<file path="src/hw/rtl/scrb_pkg.sv">
`default_nettype none
// ----------------------------------------------------------------------------
// scrb_pkg
// Shared types and constants of the stream chunk reorder buffer.
// ----------------------------------------------------------------------------
package scrb_pkg;

	localparam int unsigned NumContextsDef = 16;
	localparam int unsigned WindowDef      = 16;
	// slot offset width, covers the largest window
	localparam int unsigned OfsW           = 6;

	localparam logic [2:0] KIND_DELIVER  = 3'd0;
	localparam logic [2:0] KIND_COMPLETE = 3'd1;
	localparam logic [2:0] KIND_BEYOND   = 3'd2;
	localparam logic [2:0] KIND_NOCTX    = 3'd3;
	localparam logic [2:0] KIND_STALE    = 3'd4;

	typedef enum logic [3:0] {
		ST_IDLE,
		ST_SCAN,
		ST_ERASE,
		ST_DECIDE,
		ST_SLOTWR,
		ST_DRAIN_RD,
		ST_DRAIN_CHK,
		ST_FINISH,
		ST_CLEAR
	} state_t;

	// per-context record held in the context memory
	typedef struct packed {
		logic            end_seen;
		logic [16:0]     next_seq;
		logic [16:0]     seen_count;
		logic [OfsW-1:0] next_ofs;
	} ctx_rec_t;

endpackage : scrb_pkg
`default_nettype wire

</file>
<file path="src/hw/rtl/scrb_slot_mem.sv">
`default_nettype none
// ----------------------------------------------------------------------------
// scrb_slot_mem
// Slot store: one present bit and payload handle per window slot.
// Synchronous single-port memory with registered read data.
// ----------------------------------------------------------------------------
module scrb_slot_mem
	import scrb_pkg::*;
#(
	parameter int unsigned DEPTH = NumContextsDef * WindowDef,
	parameter int unsigned AW    = $clog2(DEPTH)
) (
	input  wire logic          clk,
	input  wire logic [AW-1:0] addr,
	input  wire logic          we,
	input  wire logic [16:0]   wdata,
	output logic [16:0]        rdata
);

	logic [16:0] mem [DEPTH];

	always_ff @(posedge clk) begin
		if (we) begin
			mem[addr] <= wdata;
		end
		rdata <= mem[addr];
	end

endmodule : scrb_slot_mem
`default_nettype wire

</file>
<file path="config.mk">
export PLATFORM = sky130hd
export DESIGN_NAME = scrb_slot_mem
export DESIGN_NICKNAME = d
export VERILOG_FILES = /design/src/hw/rtl/scrb_pkg.sv /design/src/hw/rtl/scrb_slot_mem.sv
export SDC_FILE = /design/constraint.sdc
export NUM_CORES = 2
export LEC_CHECK = 0
export BUFFER_PORTS_ARGS = -buffer_cell sky130_fd_sc_hd__clkbuf_2
export CAP_MARGIN = 20
export CELL_PAD_IN_SITES_DETAIL_PLACEMENT = 1
export CELL_PAD_IN_SITES_GLOBAL_PLACEMENT = 2
export CORE_UTILIZATION = 56
export DETAILED_ROUTE_END_ITERATION = 8
export PLACE_DENSITY_LB_ADDON = 0.1
export SLEW_MARGIN = 5
export SYNTH_ARGS = -nofsm -noshare
export SYNTH_HDL_FRONTEND = slang
export SYNTH_MEMORY_MAX_BITS = 65536
export SYNTH_SLANG_ARGS = --single-unit
</file>
<file path="constraint.sdc">
create_clock -name clk -period 7.8 [get_ports clk]
set_clock_uncertainty 0.15 [all_clocks]
set_input_delay 1.56 -clock clk [delete_from_list [all_inputs] [get_ports clk]]
set_output_delay 1.56 -clock clk [all_outputs]
set_load 0.05 [all_outputs]
</file>
==> impl_metrics.json <==
{
  "min_path_type": "reg -> reg",
  "leakage_nw": 57.68,
  "synthTopCellsByCount": "edfxtp_1 (4352), mux4_2 (1088), a22oi_1 (544)",
  "startpoint": "addr[0]",
  "power_frac_comb": 0.047,
  "p_sw_mw": 10.50,
  "cpMaxStageDelayCell": "o41ai_2",
  "ys_seq_area_frac": 0.7946,
  "relSlewSlack": 0.1661,
  "clock_path_buffers": 4,
  "avgRoutedWirePerCell_um": 38.45,
  "synthFlopType": "edfxtp_1",
  "rsz0062_at_grt": "no",
  "routed_wl_um": 457200,
  "grt_max_degree": 208,
  "rrSetupSlack_ns": 4.28,
  "max-cap-violations": 0,
  "fin_cells": 11889,
  "period_needed_ns": 5.187,
  "peakVddDrop_uv": 276.9,
  "rows": 198,
  "postRouteAntennaNets": 0,
  "r2r_end": "rdata[11]$_DFF_P_",
  "grt_pass1_vias": 83287,
  "grt_pass1_wl_um": 641400,
  "crit_required_ns": 8.46,
  "pre_cts_ws_ns": 1.672,
  "ctsHoldBuffers": 0,
  "p_int_mw": 38.23,
  "synth_edf_count": 4352,
  "yosysWarnings": 0,
  "slew_viol_final": 0,
  "yosysMostFrequentCell": "edfxtp_1",
  "port_buffers": 43,
  "cts_tree": "done",
  "r2r-start": "mem[75][11]$_DFFE_PP_",
  "worstSetupPathType": "in -> reg",
  "crit_path_end_kind": "register",
  "drive_above_1_share": 0.3006,
  "cts.sinks": 4369,
  "layout_setup_ws_ns": 2.613,
  "p_per_area_nw_per_um2": 260.6,
  "power.share.sequential": 0.532,
  "die_h_um": 544.6,
  "dieArea_um2": 296600,
  "grtUsageTotal": 0.3109,
  "place_congestion": 0.7980,
  "critPathMostFrequentCell": "buf_12",
  "die_x_um": 544.6,
  "crit_path_start_kind": "input pin",
  "htree_levels": 5,
  "hold_viol": 0,
  "num-nets-final": 7636,
  "finalSetupViolCount": 0,
  "place_area_um2": 173000,
  "post-route-period-util": 0.6650,
  "core_um2": 291800,
  "swShare": 0.2155,
  "ys_ff_latch": 4369,
  "cts_buffers": 429,
  "r2r.worst_path.cells": 5,
  "synthCells": 7127,
  "async_reset_ff_frac": 0,
  "tightest_slew_ns": 1.251,
  "ios": 44,
  "netlist.area_leader.share": 0.7925,
  "crit_end": "rdata[10]$_DFF_P_",
  "postCtsResizedCells": 0,
  "synth_area_um2": 164900,
  "syn-num-nets": 7154,
  "cts_setup_buffers": 0,
  "setup_tns_ns": 0,
  "status": "finished clean",
  "timing.fmax_ghz": 0.1928,
  "area_growth_syn_to_layout_pct": 13.42,
  "insertion_delay_ns": 1.00,
  "worstPathArrival_ns": 5.85,
  "hpwl_um": 261500,
  "drc": 0,
  "clk_pin_slew_ns": 0.06,
  "critical_path.cell_chain": "buf_12, buf_12, mux4_2, a22oi_1, a21oi_1, o41ai_2, buf_4, nand4_1",
  "start_util": 0.5650,
  "synth_cell_types": 22,
  "clkPwrFrac": 0.421,
  "worstPathMaxFanout": 80,
  "root_buffer": "clkbuf_16",
  "grt-ovfl-total": 0,
  "antenna_found_initial": 20,
  "avgSynthCellArea_um2": 23.14,
  "first_pass_iters": 6,
  "synth_area_leader_cell": "edfxtp_1",
  "dp.cells": 11073,
  "max_stage_delay_ns": 1.04,
  "drt_iter0_markers": 9947,
  "hold_ws_ns": 0.8115,
  "via_per_inst": 6.789,
  "final_cell_area_um2": 187000,
  "synthTopCellsByArea": "edfxtp_1 (79%), mux4_2 (15%), a22oi_1 (2.5%)",
  "num_vias": 80713
}
[through the flow]
stage	utilization	power, mW
finish	0.6409	48.74
global route	0.6408	49.77
global placement	0.5920	28.65
CTS	0.6404	48.95
floorplan	-	27.55
detailed placement	0.5929	28.72
[cells in the final DEF (no fill, tap or decap), drive strengths merged]
master and n:
dfxtp 17, a21oi 272, bufinv 39, or2 2
nor3 30, clkinv 205, nand2b 6, and2 3
clkbuf 556, nand4 17, nor2 232, diode 14
or3 1, edfxtp 4352, clkinvlp 9, nor2b 7
nand2 28, inv 14, a22oi 544, buf 472
nand3 13, o41ai 68, mux4 1088
[critical path: cells and delay by family]
family	cells	cell delay, ns
AND/OR/NAND/NOR	1	0.09
buffers and inverters	3	1.21
AO/OA/AOI/OAI	3	2.01
multiplexers	1	0.57
[cells by family after synthesis]
logic type             Yosys count  share of synthesized area
AOI/OAI and AO/OA              884                    0.03663
muxes                         1088                     0.1486
buffers and inverters          447                    0.01159
and+or+nand+nor                339                   0.008589
DFF                           4369                     0.7946
[registers in the layout (all words and copies together), names as in the netlist]
| register | cells |
|---|---|
| rdata | 17 |
| mem | 4352 |
[power groups by stage]
stage	clock network, mW	registers (mW)	logic (mW)
3_5_place_dp	0	26.4	2.28
4_1_cts	20.7	25.9	2.29
2_1_floorplan	0	26.4	1.10
6_report	20.5	25.9	2.28
5_1_grt	21.5	25.9	2.37
3_3_place_gp	0	26.4	2.21
[area by class of cell]
type / instances / area, um2
diodes: 14 / 35.03
clock buffers: 531 / 11320
clock inverters: 266 / 2535
fillers: 22962 / 104800
inverters: 1 / 3.754
multi-input cells: 2311 / 32810
flip-flops and latches: 4369 / 131000
well taps: 3900 / 4880
repair buffers: 497 / 4414
[worst min-delay path by stage]
stage                                      from                   end  slack [ns]  depth (start not counted)
after floorplan           mem[146][0]$_DFFE_PP_      rdata[0]$_DFF_P_        0.67                          5
after global placement      mem[0][3]$_DFFE_PP_      rdata[3]$_DFF_P_        0.80                          5
after detailed placement    mem[4][9]$_DFFE_PP_      rdata[9]$_DFF_P_        0.80                          5
after CTS                              wdata[1]  mem[60][1]$_DFFE_PP_        0.78                          1
after global routing                   wdata[1]  mem[60][1]$_DFFE_PP_        0.82                          1
final                       mem[4][9]$_DFFE_PP_      rdata[9]$_DFF_P_        0.81                          5
[layer usage]
metal  global-route usage  vias up  part of all wire
met5                    0        -           0.00017
met4               0.1093       12             0.036
met3              0.05646      698             0.089
met2               0.4937     4161              0.49
met1               0.4402    44092              0.39
li1                     -    31750                 -
Note: power is estimated with default switching activity, not from simulation.
